--- src/rtl/core/lsfp_pkg.sv ---
// Shared constants, state encodings and control structs for the lidar scan frame parser.
`timescale 1ns / 1ps

package lsfp_pkg;

  // Frame layout, in bytes per field.
  localparam int HEADER_BYTES  = 2;
  localparam int CONTROL_BYTES = 1;
  localparam int ANGLE_BYTES   = 2;
  localparam int CHECK_BYTES   = 2;

  // One full turn in degrees times 64.
  localparam int FULL_TURN = 360 * 64;

  localparam int BYTE_W     = 8;
  localparam int ANG_W      = 15;
  localparam int DIST_W     = 14;
  localparam int IDX_W      = 8;
  localparam int LOW_W      = 6;
  localparam int HDR_WORD_W = 16;
  localparam logic [HDR_WORD_W-1:0] HDR_WORD_RESET = 16'h55AA;

  // Header window and its fill count.
  localparam int HDR_W     = BYTE_W * HEADER_BYTES;
  localparam int HDR_CMP_W = (HDR_W > HDR_WORD_W) ? HDR_W : HDR_WORD_W;
  localparam int FILL_W    = $clog2(HEADER_BYTES + 1);

  // Angle assembly.
  localparam int ACC_W  = BYTE_W * ANGLE_BYTES;
  localparam int HALF_W = ACC_W - 1;
  localparam int POS_W  = 2;

  // Byte counter within a field; must hold the largest field length.
  localparam int FCNT_W = 3;

  // Positions of the low and high distance bytes within a point.
  localparam int PT_LOW_POS  = 1;
  localparam int PT_HIGH_POS = 2;

  // Interpolation: product of sweep and index, then a restoring divide.
  localparam int PROD_W    = ANG_W + IDX_W;
  localparam int DIV_STEPS = ANG_W;
  localparam int STEP_W    = $clog2(DIV_STEPS + 1);

  // Result stream packing.
  localparam int RES_W     = ANG_W + DIST_W + IDX_W;
  localparam int TDATA_W   = ((RES_W + 7) / 8) * 8;
  localparam int PAD_W     = TDATA_W - RES_W;

  typedef enum logic [6:0] {
    PH_HUNT   = 7'b0000001,
    PH_CTRL   = 7'b0000010,
    PH_COUNT  = 7'b0000100,
    PH_START  = 7'b0001000,
    PH_END    = 7'b0010000,
    PH_CHECK  = 7'b0100000,
    PH_POINTS = 7'b1000000
  } lsfp_phase_t;

  typedef enum logic [4:0] {
    S_IDLE  = 5'b00001,
    S_MUL   = 5'b00010,
    S_DIV   = 5'b00100,
    S_ADJ   = 5'b01000,
    S_WRITE = 5'b10000
  } lsfp_seq_t;

  typedef struct packed {
    logic             hdr_shift;
    logic             hdr_clear;
    logic             count_load;
    logic             acc_write;
    logic             acc_clear;
    logic             start_load;
    logic             end_load;
    logic             low_load;
    logic             point_capture;
    logic             point_clear;
    logic             reject_capture;
    logic             mul;
    logic             div_step;
    logic             adj;
    logic             out_load;
    logic [POS_W-1:0] byte_pos;
  } lsfp_cmd_t;

  typedef struct packed {
    logic hdr_match;
    logic count_zero;
    logic start_ok;
    logic end_ok;
    logic angle_ok_now;
    logic last_point;
    logic out_free;
  } lsfp_status_t;

endpackage

--- src/rtl/core/lsfp_ctrl.sv ---
// Controller: frame parse phases and the interpolation sequencer.
`timescale 1ns / 1ps

module lsfp_ctrl (
  input  logic                   clk,
  input  logic                   rst,
  input  logic                   s_tvalid,
  output logic                   s_tready,
  input  lsfp_pkg::lsfp_status_t st,
  output lsfp_pkg::lsfp_cmd_t    cmd
);

  lsfp_pkg::lsfp_phase_t             phase, phase_next;
  lsfp_pkg::lsfp_seq_t               seq, seq_next;
  logic [lsfp_pkg::FCNT_W-1:0]       fcnt, fcnt_next;
  logic [lsfp_pkg::FCNT_W-1:0]       fcnt_inc;
  logic [lsfp_pkg::STEP_W-1:0]       step, step_next;
  logic                              in_fire;
  logic                              finish_now;
  logic                              finish_reject;
  logic                              reject_end;
  logic                              reject_chk;

  assign s_tready = (seq == lsfp_pkg::S_IDLE);
  assign in_fire  = s_tvalid && s_tready;
  assign fcnt_inc = fcnt + lsfp_pkg::FCNT_W'(1);

  // A frame is dropped on a zero count or an invalid angle. Without a
  // checksum field the end angle is judged on the byte that completes it.
  assign reject_end = st.count_zero || !st.start_ok || !st.angle_ok_now;
  assign reject_chk = st.count_zero || !st.start_ok || !st.end_ok;

  always_comb begin
    phase_next    = phase;
    seq_next      = seq;
    fcnt_next     = fcnt;
    step_next     = step;
    finish_now    = 1'b0;
    finish_reject = 1'b0;
    cmd           = '0;
    cmd.byte_pos  = fcnt[lsfp_pkg::POS_W-1:0];

    unique case (seq)
      lsfp_pkg::S_IDLE: begin
      end
      lsfp_pkg::S_MUL: begin
        cmd.mul   = 1'b1;
        step_next = '0;
        seq_next  = lsfp_pkg::S_DIV;
      end
      lsfp_pkg::S_DIV: begin
        cmd.div_step = 1'b1;
        if (step == lsfp_pkg::STEP_W'(lsfp_pkg::DIV_STEPS - 1)) begin
          step_next = '0;
          seq_next  = lsfp_pkg::S_ADJ;
        end else begin
          step_next = step + lsfp_pkg::STEP_W'(1);
        end
      end
      lsfp_pkg::S_ADJ: begin
        cmd.adj  = 1'b1;
        seq_next = lsfp_pkg::S_WRITE;
      end
      lsfp_pkg::S_WRITE: begin
        if (st.out_free) begin
          cmd.out_load = 1'b1;
          seq_next     = lsfp_pkg::S_IDLE;
        end
      end
      default: begin
        seq_next = lsfp_pkg::S_IDLE;
      end
    endcase

    if (in_fire) begin
      unique case (phase)
        lsfp_pkg::PH_HUNT: begin
          cmd.hdr_shift = 1'b1;
          if (st.hdr_match) begin
            phase_next = lsfp_pkg::PH_CTRL;
            fcnt_next  = '0;
          end
        end
        lsfp_pkg::PH_CTRL: begin
          if (fcnt_inc >= lsfp_pkg::FCNT_W'(lsfp_pkg::CONTROL_BYTES)) begin
            phase_next = lsfp_pkg::PH_COUNT;
            fcnt_next  = '0;
          end else begin
            fcnt_next = fcnt_inc;
          end
        end
        lsfp_pkg::PH_COUNT: begin
          cmd.count_load = 1'b1;
          cmd.acc_clear  = 1'b1;
          phase_next     = lsfp_pkg::PH_START;
          fcnt_next      = '0;
        end
        lsfp_pkg::PH_START: begin
          cmd.acc_write = 1'b1;
          if (fcnt_inc < lsfp_pkg::FCNT_W'(lsfp_pkg::ANGLE_BYTES)) begin
            fcnt_next = fcnt_inc;
          end else begin
            fcnt_next      = '0;
            cmd.start_load = 1'b1;
            cmd.acc_clear  = 1'b1;
            phase_next     = lsfp_pkg::PH_END;
          end
        end
        lsfp_pkg::PH_END: begin
          cmd.acc_write = 1'b1;
          if (fcnt_inc < lsfp_pkg::FCNT_W'(lsfp_pkg::ANGLE_BYTES)) begin
            fcnt_next = fcnt_inc;
          end else begin
            fcnt_next     = '0;
            cmd.end_load  = 1'b1;
            cmd.acc_clear = 1'b1;
            if (lsfp_pkg::CHECK_BYTES == 0) begin
              finish_now    = 1'b1;
              finish_reject = reject_end;
            end else begin
              phase_next = lsfp_pkg::PH_CHECK;
            end
          end
        end
        lsfp_pkg::PH_CHECK: begin
          if (fcnt_inc >= lsfp_pkg::FCNT_W'(lsfp_pkg::CHECK_BYTES)) begin
            fcnt_next     = '0;
            finish_now    = 1'b1;
            finish_reject = reject_chk;
          end else begin
            fcnt_next = fcnt_inc;
          end
        end
        lsfp_pkg::PH_POINTS: begin
          if (fcnt == '0) begin
            fcnt_next = lsfp_pkg::FCNT_W'(lsfp_pkg::PT_LOW_POS);
          end else if (fcnt == lsfp_pkg::FCNT_W'(lsfp_pkg::PT_LOW_POS)) begin
            cmd.low_load = 1'b1;
            fcnt_next    = lsfp_pkg::FCNT_W'(lsfp_pkg::PT_HIGH_POS);
          end else begin
            cmd.point_capture = 1'b1;
            fcnt_next         = '0;
            seq_next          = lsfp_pkg::S_MUL;
            if (st.last_point) begin
              phase_next    = lsfp_pkg::PH_HUNT;
              cmd.hdr_clear = 1'b1;
            end
          end
        end
        default: begin
          phase_next    = lsfp_pkg::PH_HUNT;
          fcnt_next     = '0;
          cmd.hdr_clear = 1'b1;
        end
      endcase

      if (finish_now) begin
        if (finish_reject) begin
          cmd.reject_capture = 1'b1;
          cmd.hdr_clear      = 1'b1;
          phase_next         = lsfp_pkg::PH_HUNT;
          seq_next           = lsfp_pkg::S_WRITE;
        end else begin
          cmd.point_clear = 1'b1;
          phase_next      = lsfp_pkg::PH_POINTS;
        end
      end
    end
  end

  always_ff @(posedge clk) begin
    if (rst) begin
      phase <= lsfp_pkg::PH_HUNT;
      seq   <= lsfp_pkg::S_IDLE;
      fcnt  <= '0;
      step  <= '0;
    end else begin
      phase <= phase_next;
      seq   <= seq_next;
      fcnt  <= fcnt_next;
      step  <= step_next;
    end
  end

  a_div_bound: assert property (@(posedge clk) disable iff (rst)
    (seq == lsfp_pkg::S_DIV) |-> (step < lsfp_pkg::STEP_W'(lsfp_pkg::DIV_STEPS)))
    else $error("divide step count out of range");

  a_point_starts_calc: assert property (@(posedge clk) disable iff (rst)
    (in_fire && (phase == lsfp_pkg::PH_POINTS) &&
     (fcnt == lsfp_pkg::FCNT_W'(lsfp_pkg::PT_HIGH_POS)))
    |=> (seq == lsfp_pkg::S_MUL))
    else $error("high distance byte did not start the angle calculation");

  a_mul_then_div: assert property (@(posedge clk) disable iff (rst)
    (seq == lsfp_pkg::S_MUL) |=> ((seq == lsfp_pkg::S_DIV) && (step == '0)))
    else $error("divide did not start cleanly after the multiply");

  a_last_rehunts: assert property (@(posedge clk) disable iff (rst)
    (in_fire && (phase == lsfp_pkg::PH_POINTS) && st.last_point &&
     (fcnt == lsfp_pkg::FCNT_W'(lsfp_pkg::PT_HIGH_POS)))
    |=> (phase == lsfp_pkg::PH_HUNT))
    else $error("parser did not return to header hunt after the last point");

endmodule

--- src/rtl/core/lsfp_dp.sv ---
// Datapath: header window, angle decode, interpolation arithmetic and result register.
`timescale 1ns / 1ps

module lsfp_dp (
  input  logic                                  clk,
  input  logic                                  rst,
  input  logic [lsfp_pkg::BYTE_W-1:0]           data_byte,
  input  logic                                  cfg_fire,
  input  logic [lsfp_pkg::HDR_WORD_W-1:0]       cfg_data,
  input  lsfp_pkg::lsfp_cmd_t                   cmd,
  output lsfp_pkg::lsfp_status_t                st,
  input  logic                                  m_tready,
  output logic                                  m_tvalid,
  output logic [lsfp_pkg::TDATA_W-1:0]          m_tdata,
  output logic                                  m_tlast,
  output logic                                  m_tuser
);

  // Configuration and header hunt.
  logic [lsfp_pkg::HDR_WORD_W-1:0]        hdr_word;
  logic [lsfp_pkg::HDR_W-1:0]             window;
  logic [lsfp_pkg::HDR_W+lsfp_pkg::BYTE_W-1:0] window_cat;
  logic [lsfp_pkg::HDR_W-1:0]             window_next;
  logic [lsfp_pkg::FILL_W-1:0]            fill, fill_next;

  // Frame header fields.
  logic [lsfp_pkg::IDX_W-1:0]             count;
  logic [lsfp_pkg::ACC_W-1:0]             acc;
  logic [lsfp_pkg::ACC_W-1:0]             raw;
  logic [lsfp_pkg::HALF_W-1:0]            half;
  logic                                   ang_ok;
  logic [lsfp_pkg::ANG_W-1:0]             ang_val;
  logic [lsfp_pkg::ANG_W-1:0]             start_ang, end_ang;
  logic                                   start_ok, end_ok;

  // Point state and captured result.
  logic [lsfp_pkg::IDX_W-1:0]             cur_pt;
  logic [lsfp_pkg::LOW_W-1:0]             low_bits;
  logic                                   last_now;
  logic [lsfp_pkg::IDX_W-1:0]             idx_w;
  logic [lsfp_pkg::DIST_W-1:0]            dist_w;
  logic                                   last_w;
  logic                                   rej_w;

  // Interpolation arithmetic.
  logic [lsfp_pkg::ANG_W:0]               cw_wide;
  logic [lsfp_pkg::ANG_W-1:0]             cw;
  logic [lsfp_pkg::PROD_W-1:0]            prod;
  logic [lsfp_pkg::IDX_W-1:0]             divisor;
  logic [lsfp_pkg::IDX_W-1:0]             rem;
  logic [lsfp_pkg::ANG_W-1:0]             quo_sh;
  logic [lsfp_pkg::IDX_W:0]               trial, diff;
  logic                                   ge;
  logic [lsfp_pkg::ANG_W-1:0]             quo;
  logic [lsfp_pkg::ANG_W:0]               sum, sum_wrap;
  logic [lsfp_pkg::ANG_W-1:0]             ang_res;

  // Output register.
  logic                                   out_valid;
  logic [lsfp_pkg::ANG_W-1:0]             out_ang;
  logic [lsfp_pkg::DIST_W-1:0]            out_dist;
  logic [lsfp_pkg::IDX_W-1:0]             out_idx;
  logic                                   out_last;
  logic                                   out_rej;

  // Little-endian window: the newest byte enters at the top.
  assign window_cat  = {data_byte, window};
  assign window_next = window_cat[lsfp_pkg::HDR_W+lsfp_pkg::BYTE_W-1:lsfp_pkg::BYTE_W];
  assign fill_next   = (fill < lsfp_pkg::FILL_W'(lsfp_pkg::HEADER_BYTES)) ?
                       fill + lsfp_pkg::FILL_W'(1) : fill;

  always_comb begin
    raw = acc;
    for (int i = 0; i < lsfp_pkg::ANGLE_BYTES; i++) begin
      if (cmd.byte_pos == lsfp_pkg::POS_W'(i)) begin
        raw[lsfp_pkg::BYTE_W*i +: lsfp_pkg::BYTE_W] = data_byte;
      end
    end
  end

  // Bit 0 is a check bit; a full turn exactly wraps to zero.
  assign half    = raw[lsfp_pkg::ACC_W-1:1];
  assign ang_ok  = raw[0] && (half <= lsfp_pkg::HALF_W'(lsfp_pkg::FULL_TURN));
  assign ang_val = (!ang_ok || (half == lsfp_pkg::HALF_W'(lsfp_pkg::FULL_TURN))) ?
                   '0 : half[lsfp_pkg::ANG_W-1:0];

  assign last_now = ({1'b0, cur_pt} + (lsfp_pkg::IDX_W+1)'(1)) >= {1'b0, count};

  // Clockwise sweep from start to end.
  assign cw_wide = (end_ang >= start_ang) ?
                   ({1'b0, end_ang} - {1'b0, start_ang}) :
                   ({1'b0, end_ang} + (lsfp_pkg::ANG_W+1)'(lsfp_pkg::FULL_TURN)
                    - {1'b0, start_ang});
  assign cw      = cw_wide[lsfp_pkg::ANG_W-1:0];
  assign prod    = lsfp_pkg::PROD_W'(cw) * lsfp_pkg::PROD_W'(idx_w);
  assign divisor = count - lsfp_pkg::IDX_W'(1);

  // One restoring step per cycle; the quotient shifts in behind the dividend.
  assign trial = {rem, quo_sh[lsfp_pkg::ANG_W-1]};
  assign ge    = trial >= {1'b0, divisor};
  assign diff  = trial - {1'b0, divisor};

  assign quo      = (count == lsfp_pkg::IDX_W'(1)) ? '0 : quo_sh;
  assign sum      = {1'b0, start_ang} + {1'b0, quo};
  assign sum_wrap = sum - (lsfp_pkg::ANG_W+1)'(lsfp_pkg::FULL_TURN);

  always_ff @(posedge clk) begin
    if (rst) begin
      hdr_word  <= lsfp_pkg::HDR_WORD_RESET;
      window    <= '0;
      fill      <= '0;
      out_valid <= 1'b0;
    end else begin
      if (cfg_fire) begin
        hdr_word <= cfg_data;
      end
      if (cmd.hdr_clear) begin
        window <= '0;
        fill   <= '0;
      end else if (cmd.hdr_shift) begin
        window <= window_next;
        fill   <= fill_next;
      end
      if (cmd.out_load) begin
        out_valid <= 1'b1;
      end else if (m_tready) begin
        out_valid <= 1'b0;
      end
    end
  end

  always_ff @(posedge clk) begin
    if (cmd.count_load) begin
      count <= data_byte;
    end
    if (cmd.acc_clear) begin
      acc <= '0;
    end else if (cmd.acc_write) begin
      acc <= raw;
    end
    if (cmd.start_load) begin
      start_ang <= ang_val;
      start_ok  <= ang_ok;
    end
    if (cmd.end_load) begin
      end_ang <= ang_val;
      end_ok  <= ang_ok;
    end
    if (cmd.low_load) begin
      low_bits <= data_byte[lsfp_pkg::BYTE_W-1:2];
    end
    if (cmd.point_clear) begin
      cur_pt <= '0;
    end else if (cmd.point_capture) begin
      cur_pt <= cur_pt + lsfp_pkg::IDX_W'(1);
    end
    if (cmd.point_capture) begin
      idx_w  <= cur_pt;
      last_w <= last_now;
      dist_w <= {data_byte, low_bits};
      rej_w  <= 1'b0;
    end else if (cmd.reject_capture) begin
      idx_w   <= '0;
      last_w  <= 1'b0;
      dist_w  <= '0;
      rej_w   <= 1'b1;
    end
    if (cmd.reject_capture) begin
      ang_res <= '0;
    end else if (cmd.adj) begin
      ang_res <= (sum >= (lsfp_pkg::ANG_W+1)'(lsfp_pkg::FULL_TURN)) ?
                 sum_wrap[lsfp_pkg::ANG_W-1:0] : sum[lsfp_pkg::ANG_W-1:0];
    end
    if (cmd.mul) begin
      rem    <= prod[lsfp_pkg::PROD_W-1:lsfp_pkg::ANG_W];
      quo_sh <= prod[lsfp_pkg::ANG_W-1:0];
    end else if (cmd.div_step) begin
      rem    <= ge ? diff[lsfp_pkg::IDX_W-1:0] : trial[lsfp_pkg::IDX_W-1:0];
      quo_sh <= {quo_sh[lsfp_pkg::ANG_W-2:0], ge};
    end
    if (cmd.out_load) begin
      out_ang  <= ang_res;
      out_dist <= dist_w;
      out_idx  <= idx_w;
      out_last <= last_w;
      out_rej  <= rej_w;
    end
  end

  assign st.hdr_match    = (fill_next == lsfp_pkg::FILL_W'(lsfp_pkg::HEADER_BYTES)) &&
                           (lsfp_pkg::HDR_CMP_W'(window_next) ==
                            lsfp_pkg::HDR_CMP_W'(hdr_word));
  assign st.count_zero   = (count == '0);
  assign st.start_ok     = start_ok;
  assign st.end_ok       = end_ok;
  assign st.angle_ok_now = ang_ok;
  assign st.last_point   = last_now;
  assign st.out_free     = !out_valid || m_tready;

  assign m_tvalid = out_valid;
  assign m_tdata  = {{lsfp_pkg::PAD_W{1'b0}}, out_idx, out_dist, out_ang};
  assign m_tlast  = out_last;
  assign m_tuser  = out_rej;

endmodule

--- src/rtl/core/lidar_scan_frame_parser.sv ---
// Top level of the lidar scan frame parser: byte stream in, point results out.
`timescale 1ns / 1ps

// The slave stream takes one raw byte of the lidar serial link per transaction.
// The parser slides a window over the incoming bytes until the little-endian
// header matches header_word, skips the control bytes, reads the point count,
// the start and end angles and the checksum bytes, then decodes three bytes per
// point: intensity (dropped), low and high distance bytes.
// Each point gives one master transaction with its distance and an angle
// interpolated clockwise between start and end; tlast marks the last point of
// the frame. A zero count or an invalid angle gives one transaction with tuser
// set and all other fields zero, and the hunt for a header starts again.
// Bytes that produce no result are taken at one per cycle while the sequencer
// is idle. The high distance byte of a point starts the interpolation: a
// multiply, a restoring divide by count minus one, a wrap step and a load into
// the output register, which waits until that register is free; tready stays
// low from that byte until the load. After the last checksum byte a rejection
// goes through the sequencer's write state into the output register.
// A single output register holds the result; while it waits for the receiver,
// bytes that produce no result are still taken, and the next result waits in
// the sequencer until the register frees up. Reset (rst, synchronous) returns
// to header hunting with an empty window and header_word back to 0x55AA.
// The configuration channel is always ready and should be written when idle.

module lidar_scan_frame_parser (
  input  logic                                 clk,
  input  logic                                 rst,
  // Input byte stream. tdata: data_byte[7:0].
  input  logic                                 s_tvalid,
  output logic                                 s_tready,
  input  logic [lsfp_pkg::BYTE_W-1:0]          s_tdata,
  // Result stream. tdata: point_angle[14:0], point_distance[28:15],
  // point_index[36:29], zero fill above. tlast: last_point.
  output logic                                 m_tvalid,
  input  logic                                 m_tready,
  output logic [lsfp_pkg::TDATA_W-1:0]         m_tdata,
  output logic                                 m_tlast,
  // tuser: frame_rejected[0].
  output logic                                 m_tuser,
  // Header word write channel.
  input  logic                                 cfg_valid,
  output logic                                 cfg_ready,
  input  logic [lsfp_pkg::HDR_WORD_W-1:0]      cfg_data
);

  lsfp_pkg::lsfp_cmd_t    cmd;
  lsfp_pkg::lsfp_status_t st;
  logic                   cfg_fire;

  // The header register can take a write in any cycle.
  assign cfg_ready = 1'b1;
  assign cfg_fire  = cfg_valid && cfg_ready;

  lsfp_ctrl u_ctrl (
    .clk      (clk),
    .rst      (rst),
    .s_tvalid (s_tvalid),
    .s_tready (s_tready),
    .st       (st),
    .cmd      (cmd)
  );

  lsfp_dp u_dp (
    .clk       (clk),
    .rst       (rst),
    .data_byte (s_tdata),
    .cfg_fire  (cfg_fire),
    .cfg_data  (cfg_data),
    .cmd       (cmd),
    .st        (st),
    .m_tready  (m_tready),
    .m_tvalid  (m_tvalid),
    .m_tdata   (m_tdata),
    .m_tlast   (m_tlast),
    .m_tuser   (m_tuser)
  );

endmodule
--- config.mk ---
export PLATFORM = sky130hd
export DESIGN_NAME = lidar_scan_frame_parser
export DESIGN_NICKNAME = d
export VERILOG_FILES = /design/src/rtl/core/lsfp_pkg.sv /design/src/rtl/core/lsfp_ctrl.sv /design/src/rtl/core/lsfp_dp.sv /design/src/rtl/core/lidar_scan_frame_parser.sv
export SDC_FILE = /design/constraint.sdc
export NUM_CORES = 1
export LEC_CHECK = 0
export BUFFER_PORTS_ARGS = -buffer_cell sky130_fd_sc_hd__buf_2
export CAP_MARGIN = 20
export CORE_MARGIN = 2
export CORE_UTILIZATION = 63
export CTS_CLUSTER_SIZE = 14
export DETAILED_ROUTE_END_ITERATION = 10
export PLACE_DENSITY_LB_ADDON = 0.15
export SETUP_SLACK_MARGIN = 0.02
export SKIP_CTS_REPAIR_TIMING = 1
export SLEW_MARGIN = 20
export SYNTH_ARGS = -nofsm -noshare
export SYNTH_HDL_FRONTEND = slang
export SYNTH_SLANG_ARGS = --single-unit
--- constraint.sdc ---
create_clock -name clk -period 9.9 [get_ports clk]
set_input_delay 0.495 -clock clk [delete_from_list [all_inputs] [get_ports clk]]
set_output_delay 0.495 -clock clk [all_outputs]
set_load 0.01 [all_outputs]
==> results of run 1 <==
[cell usage after synthesis, types with 7 or more instances]
library cell,instances
a211oi_1,13
a21o_1,21
a21oi_1,84
a31oi_1,11
and2_1,118
and3_1,10
clkbuf_1,48
dfxtp_1,86
edfxtp_1,131
fa_1,92
ha_1,118
inv_1,165
mux2i_1,53
nand2_1,127
nand2b_1,15
nand3_1,39
nand4_1,8
nor2_1,115
nor2b_1,38
nor3_1,33
nor3b_1,7
nor4_1,14
o211ai_1,7
o21a_1,8
o21ai_0,45
o21ai_1,12
o31ai_1,9
or3_1,12
xnor2_1,54
xor2_1,30
[registers in the layout, indices dropped and copies added, names as in the netlist, 2 cells and up]
name	count
u_dp.out_dist	14
u_dp.hdr_word	16
u_dp.low_bits	6
u_dp.idx_w	8
u_dp.count	8
u_dp.cur_pt	8
u_dp.out_ang	15
u_dp.acc	16
u_ctrl.phase	7
u_dp.quo_sh	15
u_dp.out_idx	8
u_dp.start_ang	15
u_ctrl.fcnt	3
u_dp.fill	2
u_ctrl.step	4
u_dp.window	8
u_dp.end_ang	15
u_ctrl.seq	5
u_dp.rem	8
u_dp.ang_res	15
u_dp.dist_w	14
[per-layer routing]
layer  part of all wire (%)  vias up
met2                     50      298
met4                    3.0        0
li1                       -     5619
met5                      0        -
met3                    4.8       70
met1                     43     5718
[final cells by class]
class / instances / share of cell area, %
clock buffer: 36 / 3.93
clock inverter: 8 / 0.770
inverter: 167 / 3.64
multi-input combinational: 1183 / 54.1
sequential: 217 / 32.8
tap: 324 / 2.35
timing repair buffer: 78 / 2.40
[where the power goes]
group | internal [mW] | total, mW | leakage (nW) | switching (mW)
sequential | 0.962 | 0.970 | 1.85 | 0.00813
combinational | 0.0349 | 0.0911 | 5.16 | 0.0562
clock | 0.553 | 0.919 | 0.395 | 0.365
[per-stage QoR]
| step | hold WS [ns] | worst slack (ns) | utilization (%) |
|---|---|---|---|
| after floorplan | 0.400 | 2.71 | - |
| after global placement | 0.400 | 1.99 | 67.1 |
| after detailed placement | 0.405 | 1.74 | 67.1 |
| after CTS | 0.167 | 1.73 | 70.4 |
| after global routing | 0.174 | 1.17 | 70.4 |
| final | 0.181 | 1.69 | 70.4 |
[path summary, 6_finish.rpt]
path | startpoint | end | slack [ns]
worst min register to register | u_dp.dist_w[6] | u_dp.out_dist[6] | 0.40
worst min-delay path | cfg_data[3] | u_dp.hdr_word[3] | 0.18
worst max-delay path | u_dp.start_ang[1] | u_dp.rem[7] | 1.69
worst max register to register | u_dp.start_ang[1] | u_dp.rem[7] | 1.69
[worst register-to-register path: stages (launching register included)]
cell      delay (ns)
edfxtp_1        0.40
inv_1           0.10
ha_1            0.25
fa_1            0.37
o21bai_1        0.19
a31oi_1         0.30
o21ba_2         0.21
o22ai_1         0.10
o21ai_1         0.22
o21ba_1         0.70
mux2i_1         0.73
and2_1          0.25
fa_1            0.47
fa_1            0.49
fa_1            0.54
inv_1           0.05
fa_1            0.53
inv_1           0.04
ha_1            0.37
nand2_1         0.09
o21a_1          0.20
a311oi_1        0.56
o31ai_1         0.27
a21oi_1         0.18
a21oi_1         0.09
xnor2_1         0.13
o21ai_0         0.08
[kinds of logic after synthesis]
group | synth area share [%]
simple gates | 18.3
compound gates | 10.6
buf+inv | 5.41
flops | 35.8
fa+ha+maj | 21.0
xor+xnor | 4.66
mux | 4.17
other cells | 0.0476
==> metrics.cfg, run 1 <==
[route]
drt_pre_antenna_iters=7
num_vias=11700
via_per_inst=5.81
ant_nets=0
drc=0
drt_iter0_markers=818
wl_per_cell_um=17.5
wl_um=35200

[critical_path]
critical_path.top_delay_family=compound AO/OA/AOI/OAI gates
max_stage_delay_ns=0.72
r2r_cells=26
cp.required_ns=10.14
cp-end-kind=flip-flop
cp.depth=26
worstPathMaxFanout=13
cp_common_cell=fa_1
critical_path_arrival_ns=8.45
critPathLaunchType=flip-flop
cpMaxStageDelayCell=mux2i_1
worst-path-buf-inv=3
crit_type=flip-flop to flip-flop

[layout]
area_delta_synth_final_pct=9.16
final_common_cell=inv_1
register_area_mm2=0.00566
diodes=0
multi_input_area_mm2=0.00932
design_area_mm2=0.0172
fillers=1876
fin_cells=2013
fin_nets=1910
drive_gt1_share_pct=8.70
layout_common_cells=165 x inv_1, 131 x edfxtp_1, 127 x nand2_1

[timing]
setup_viol=0
slew_headroom_pct=28.6
max_freq_ghz=0.122
period_needed_ns=8.21
fin_tns_setup_ns=0
tightestPinTransition_ns=1.07
clock_skew_ns=0.0209
min_period_over_period_pct=82.9
maxSlewViolCount=0
finalHoldViolCount=0
grt_setup_unrepaired=no

[clock_network]
cts_tree=built
cts_max_path_buffers=3
insertion_delay_ns=0.53
cts_buffers=24
clock-sinks=217
cts_root_buf=clkbuf_16
htree_num_levels=1
clkTransAtPathRegs_ns=0.06

[grt]
grt_busiest_layer=met2
use_met1_pct=35.7
grt_pass1_vias=11800
antenna_found_initial=0
track_usage_pct=27.6
grt_max_degree=40
met2_usage_pct=48.9
grt_use_met3_pct=3.09
grt-ovfl-total=0
grt_pass1_wl_um=58200

[logic_synthesis]
synth_cells=1621
synth_area_leaders=edfxtp_1 25%, fa_1 12%, dfxtp_1 11%, ha_1 9.4%, and2_1 4.7%
yosysTopAreaCellShare_pct=24.9
synthArstFlopShare_pct=0
yosysSeqAreaShare_pct=35.8
yosys_warnings=0
synth_edf_count=131
ys_ff_latch=217
synth_largest_area_cell=edfxtp_1
synth_cell_types=78
ys.flop_type=edfxtp_1
synth_area_mm2=0.0158
syn_area_per_cell_um2=9.74

[floorplanning]
fp.dieW_um=162
fp.dieH_um=162
die_area_mm2=0.0263
design.portCount=74
rows=57
core_area_mm2=0.0245
start_util_pct=64.5

[placed_design]
post-place-cells=1969
hpwl_um=26000
portBuffers=69
place_congestion=0.923
placed_area_mm2=0.0164

[min_path]
hold_class=input pin to flip-flop
worstHoldPathCells=3

[pwr]
power.leakage_nw=7.41
power-per-cell-area_mw_per_mm2=115
finalPower_mw=1.98
peakVddDrop_mv=0.142

[outcome]
status=finished clean

[run]
max_cap_violations=0

(Power assumes the default switching activity.)
==> inputs of run 2 (changes only) <==
--- a/config.mk
+++ b/config.mk
@@ -5,6 +5,7 @@
 export SDC_FILE = /design/constraint.sdc
 export NUM_CORES = 1
 export LEC_CHECK = 0
+export ABC_AREA = 1
 export BUFFER_PORTS_ARGS = -buffer_cell sky130_fd_sc_hd__buf_2
 export CAP_MARGIN = 20
 export CORE_MARGIN = 2
==> constraint.sdc (replaced) <==
create_clock -name clk -period 7.7 [get_ports clk]
set_input_delay 0.385 -clock clk [delete_from_list [all_inputs] [get_ports clk]]
set_output_delay 0.385 -clock clk [all_outputs]
set_load 0.01 [all_outputs]
==> run 2 against run 1 <==
Global-route usage rose by 3.7 points. Die area rose by 2.5%. Sequential share of layout area fell by 0.69 points. Final cell count rose by 18%. Sequential cell count did not move. Setup slack got worse by 1.0 ns. Core utilization fell by 0.55 points. Final area rose by 2.1%.
==> metrics.cfg, run 2 <==
[clock_network]
clkTransAtPathRegs_ns=0.06
insertion_delay_ns=0.54
clock-sinks=217
cts_max_path_buffers=3
cts_tree=built
cts_buffers=24
cts_root_buf=clkbuf_16
htree_num_levels=1

[timing]
slew_headroom_pct=29.8
clock_skew_ns=0.0257
setup_viol=0
min_period_over_period_pct=91.4
max_freq_ghz=0.142
tightestPinTransition_ns=1.05
fin_tns_setup_ns=0
grt_setup_unrepaired=no
maxSlewViolCount=0
finalHoldViolCount=0
period_needed_ns=7.04
holdWs_ns=0.0506

[logic_synthesis]
ys.flop_type=edfxtp_1
post-synth-top-count-cell=nand2_1
synth_cell_types=58
synth_edf_count=131
synth_area_mm2=0.0162
synth_largest_area_cell=edfxtp_1
yosysSeqAreaShare_pct=34.9
ys_ff_latch=217
syn_area_per_cell_um2=8.22
yosys_warnings=0
synth_common_cells=361 x nand2_1, 341 x inv_1, 251 x nor2_1
synthArstFlopShare_pct=0
yosysTopAreaCellShare_pct=24.3
synth_area_leaders=edfxtp_1 24%, fa_1 11%, dfxtp_1 11%, ha_1 9.1%, nand2_1 8.4%
synth_cells=1968

[pwr]
peakVddDrop_mv=0.204
power-per-cell-area_mw_per_mm2=198
power.leakage_nw=8.47

[min_path]
min_to=u_dp.hdr_word[8]
hold_class=input pin to flip-flop
hp-start=cfg_data[8]
worstHoldPathCells=3

[route]
via_per_inst=5.55
drt_pre_antenna_iters=7
num_vias=13200
ant_nets=0
drc=0
wl_per_cell_um=17.3
wl_um=41100
drt_iter0_markers=1098

[placed_design]
place_congestion=0.961
portBuffers=69
hpwl_um=32300
placed_area_mm2=0.0168

[grt]
antenna_found_initial=0
grt_pass1_wl_um=65600
grt_max_degree=36
grt_pass1_vias=12600
track_usage_pct=31.3
grt-ovfl-total=0

[layout]
fillers=2032
multi_input_area_mm2=0.00901
final_common_cell=nand2_1
drive_gt1_share_pct=9.29
register_area_mm2=0.00566
fin_nets=2267
top_regs=u_dp.acc (16), u_dp.hdr_word (16)
area_delta_synth_final_pct=8.72
design_area_mm2=0.0176
diodes=0
layout_common_cells=360 x nand2_1, 341 x inv_1, 250 x nor2_1
final_core_util_pct=69.9

[critical_path]
rr_startpoint=u_dp.start_ang[1]
cp-end-kind=flip-flop
critPathLaunchType=flip-flop
r2r_end=u_dp.rem[6]
cp.required_ns=8.00
worstPathMaxFanout=6
ff2ff_setup_slack_ns=0.66
crit_type=flip-flop to flip-flop
cpMaxStageDelayCell=fa_1
max_stage_delay_ns=0.55
critical_path_arrival_ns=7.33
r2r_cells=30

[floorplanning]
fp.dieW_um=164
fp.dieH_um=164
core_area_mm2=0.0252
design.portCount=74
rows=58
start_util_pct=64.3
die_area_mm2=0.0270

[run]
max_cap_violations=0

[outcome]
status=finished clean

-- run 2: cell count changes after synthesis, sizes merged, moves of 38 or more --
cell | previous run | this run
o21ai | 57 | 107
nor2b | 38 | 0
inv | 167 | 346
mux2i | 53 | 0
nand3 | 39 | 95
nor2 | 115 | 273
and2 | 118 | 3
nand2 | 127 | 389
-- run 2: cell families (layout without fill, tap and decap cells) --
kind of cell,count (synthesis),count (layout),share of synthesized area [%]
compound gates,252,252,8.73
xor+xnor,65,65,3.52
fa+ha+maj,210,210,20.5
buf+inv,391,467,9.52
flops,217,217,34.9
other cells,2,4,0.0464
simple gates,831,831,22.7
-- run 2: worst max-delay path by stage --
stage	startpoint	cells after the start	to
2_1_floorplan	u_dp.start_ang[1]	30	u_dp.rem[6]
3_3_place_gp	u_dp.start_ang[1]	30	u_dp.rem[6]
3_5_place_dp	u_dp.start_ang[1]	30	u_dp.rem[6]
4_1_cts	u_dp.start_ang[1]	30	u_dp.rem[6]
5_1_grt	u_dp.start_ang[1]	30	u_dp.rem[6]
6_report	u_dp.start_ang[1]	30	u_dp.rem[6]
-- run 2: final cells by class --
type | instances | share of cell area [%]
Clock buffer | 31 | 3.62
Clock inverter | 13 | 0.960
Inverter | 346 | 7.40
Multi-Input combinational cell | 1362 | 51.2
Sequential cell | 217 | 32.1
Tap cell | 330 | 2.35
Timing Repair Buffer | 77 | 2.30
-- run 2: through the flow --
step / power [mW] / instances / setup WS [ns]
2_1_floorplan: 2.09 / 1970 / 1.32
3_3_place_gp: 2.29 / 2332 / 0.884
3_5_place_dp: 2.31 / 2332 / 0.712
4_1_cts: 3.49 / 2376 / 0.691
5_1_grt: 3.68 / 2376 / 0.166
6_report: 3.49 / 2376 / 0.663
-- run 2: where the power goes --
| part | switching [mW] | leakage [nW] | internal (mW) | total [mW] |
|---|---|---|---|---|
| clock network | 0.484 | 0.382 | 0.690 | 1.17 |
| registers | 0.0452 | 1.83 | 1.33 | 1.38 |
| logic | 0.633 | 6.26 | 0.304 | 0.937 |
| total | 1.16 | 8.47 | 2.32 | 3.49 |
-- run 2: metal layers --
layer	share of wire, %	GRT usage (%)	up-vias
met2	45	49.1	504
met1	44	44.3	6191
met5	0	0	-
met4	3.2	9.41	0
li1	-	-	6405
met3	7.8	5.91	95
-- run 2: critical path: cells and delay by family (launching register included) --
kind	cells	cell delay, ns
xor gates and xnor gates	1	0.27
buffers and inverters	4	0.30
and+or+nand+nor	13	1.61
adders and majority gates	8	3.39
AOI/OAI and AO/OA	4	0.79
DFF	1	0.43
==> inputs of run 3 (changes only) <==
--- a/config.mk
+++ b/config.mk
@@ -12,7 +12,7 @@
 export CORE_UTILIZATION = 63
 export CTS_CLUSTER_SIZE = 14
 export DETAILED_ROUTE_END_ITERATION = 10
-export PLACE_DENSITY_LB_ADDON = 0.15
+export PLACE_DENSITY_LB_ADDON = 0.05
 export SETUP_SLACK_MARGIN = 0.02
 export SKIP_CTS_REPAIR_TIMING = 1
 export SLEW_MARGIN = 20
==> run 3 against run 2 <==
Sequential share of layout area fell by 0.087 points. Via count decreased by 1.4%. First-iteration DRC count decreased by 11%. Clock-buffer cell count increased by 2. Setup slack lost 0.078 ns. Combinational power grew 0.4%. Global-route usage fell by 0.79 points. Critical path depth stayed put. Register-to-register slack got worse by 0.08 ns. Clock skew fell by 0.0093 ns. Final cell count stayed put.
==> metrics.cfg, run 3 (synthesis results as in run 2) <==
[route]
ant_nets=0
wl_per_cell_um=16.8
via_per_inst=5.48
wl_um=39800
drc=0
drt_pre_antenna_iters=5
num_vias=13000
drt_iter0_markers=980

[pwr]
power.leakage_nw=8.50
power-per-cell-area_mw_per_mm2=200
power_frac_comb_pct=26.7
peakVddDrop_mv=0.218
intPower_mw=2.35
finalPower_mw=3.53
swShare_pct=33.4
power_frac_seq_pct=38.9
net-switching-power_mw=1.18
power.share.clock_pct=34.4

[timing]
slew_headroom_pct=32.6
setup_viol=0
setup_ws_ns=0.585
fin_tns_setup_ns=0
finalHoldViolCount=0
tightestPinTransition_ns=1.01
min_period_over_period_pct=92.4
max_freq_ghz=0.141
holdWs_ns=0.0560
clock_skew_ns=0.0164
maxSlewViolCount=0
grt_setup_unrepaired=no
period_needed_ns=7.12

[grt]
grt_max_degree=36
grt_pass1_vias=12600
track_usage_pct=30.5
antenna_found_initial=0
grt-ovfl-total=0
grt_pass1_wl_um=64500

[floorplanning]
fp.dieH_um=164
fp.dieW_um=164
die_area_mm2=0.0270
rows=58
start_util_pct=64.3
core_area_mm2=0.0252
design.portCount=74

[critical_path]
crit_type=flip-flop to flip-flop
cp.required_ns=7.99
critical_path.top_delay_family=adder cells
worst-path-buf-inv=4
rr_startpoint=u_dp.start_ang[1]
max_stage_delay_ns=0.55
ff2ff_setup_slack_ns=0.58
cp-end-kind=flip-flop
r2r_cells=30
critical_path_arrival_ns=7.41
cpMaxStageDelayCell=fa_1
critPathLaunchType=flip-flop
r2r_end=u_dp.rem[6]
worstPathMaxFanout=6
critPathLaunch=u_dp.start_ang[1]

[clock_network]
clkTransAtPathRegs_ns=0.07
cts_root_buf=clkbuf_16
cts_max_path_buffers=3
clock-sinks=217
htree_num_levels=1
cts_buffers=24
cts_tree=built
insertion_delay_ns=0.54

[placed_design]
portBuffers=69
hpwl_um=31300
placed_area_mm2=0.0168
place_congestion=0.938
post-place-cells=2332
pre_cts_ws_ns=0.631

[min_path]
hp-start=cfg_data[14]
min_to=u_dp.hdr_word[14]
worstHoldPathCells=3
hold_class=input pin to flip-flop

[layout]
drive_gt1_share_pct=9.63
top_regs=u_dp.acc (16), u_dp.hdr_word (16)
fin_nets=2267
design_area_mm2=0.0176
final_core_util_pct=70.1
fin_cells=2376
diodes=0
area_delta_synth_final_pct=9.01
final_common_cell=nand2_1
fillers=2064
layout_common_cells=360 x nand2_1, 341 x inv_1, 250 x nor2_1

[run]
max_cap_violations=0

[outcome]
status=finished clean

-- run 3: changes by cell type in the layout (fill, tap and decap cells not counted), sizes merged --
cell	delta
clkbuf	+2
inv	+3
bufinv	-1
clkinv	-4
-- run 3: layout make-up --
class	count	area, µm²	area share (%)
sequential	217	5660	32.1
clock buffer	33	706	4.00
multi-input combinational	1362	9010	51.1
tap	330	413	2.34
inverter	346	1300	7.38
timing repair buffer	77	405	2.30
clock inverter	11	148	0.837
-- run 3: worst max-delay path by stage --
stage,to,slack [ns],depth (start not counted)
finish,u_dp.rem[6],0.58,30
global route,u_dp.rem[6],0.17,30
CTS,u_dp.rem[6],0.62,30
detailed placement,u_dp.rem[6],0.63,30
global placement,u_dp.rem[6],0.87,30
floorplan,u_dp.rem[6],1.32,30
-- run 3: power by group through the flow --
stage	clock, mW	combinational (mW)	sequential [mW]
4_1_cts	1.23	0.925	1.37
2_1_floorplan	0	0.706	1.39
6_report	1.21	0.941	1.37
3_3_place_gp	0	0.896	1.39
5_1_grt	1.27	1.07	1.38
3_5_place_dp	0	0.912	1.40
-- run 3: tightest hold or removal path, stage by stage --
cell     delay (ns)
buf_2          0.07
nand2_1        0.04
nand3_1        0.06
-- run 3: layer usage --
layer  GRT usage, %  share of wire [%]  vias to the layer above
met5              0                  0                        -
met4           7.06                2.2                        0
met3           5.61                7.2                       67
met2           49.4                 46                      424
met1           42.8                 45                     6117
li1               -                  -                     6407
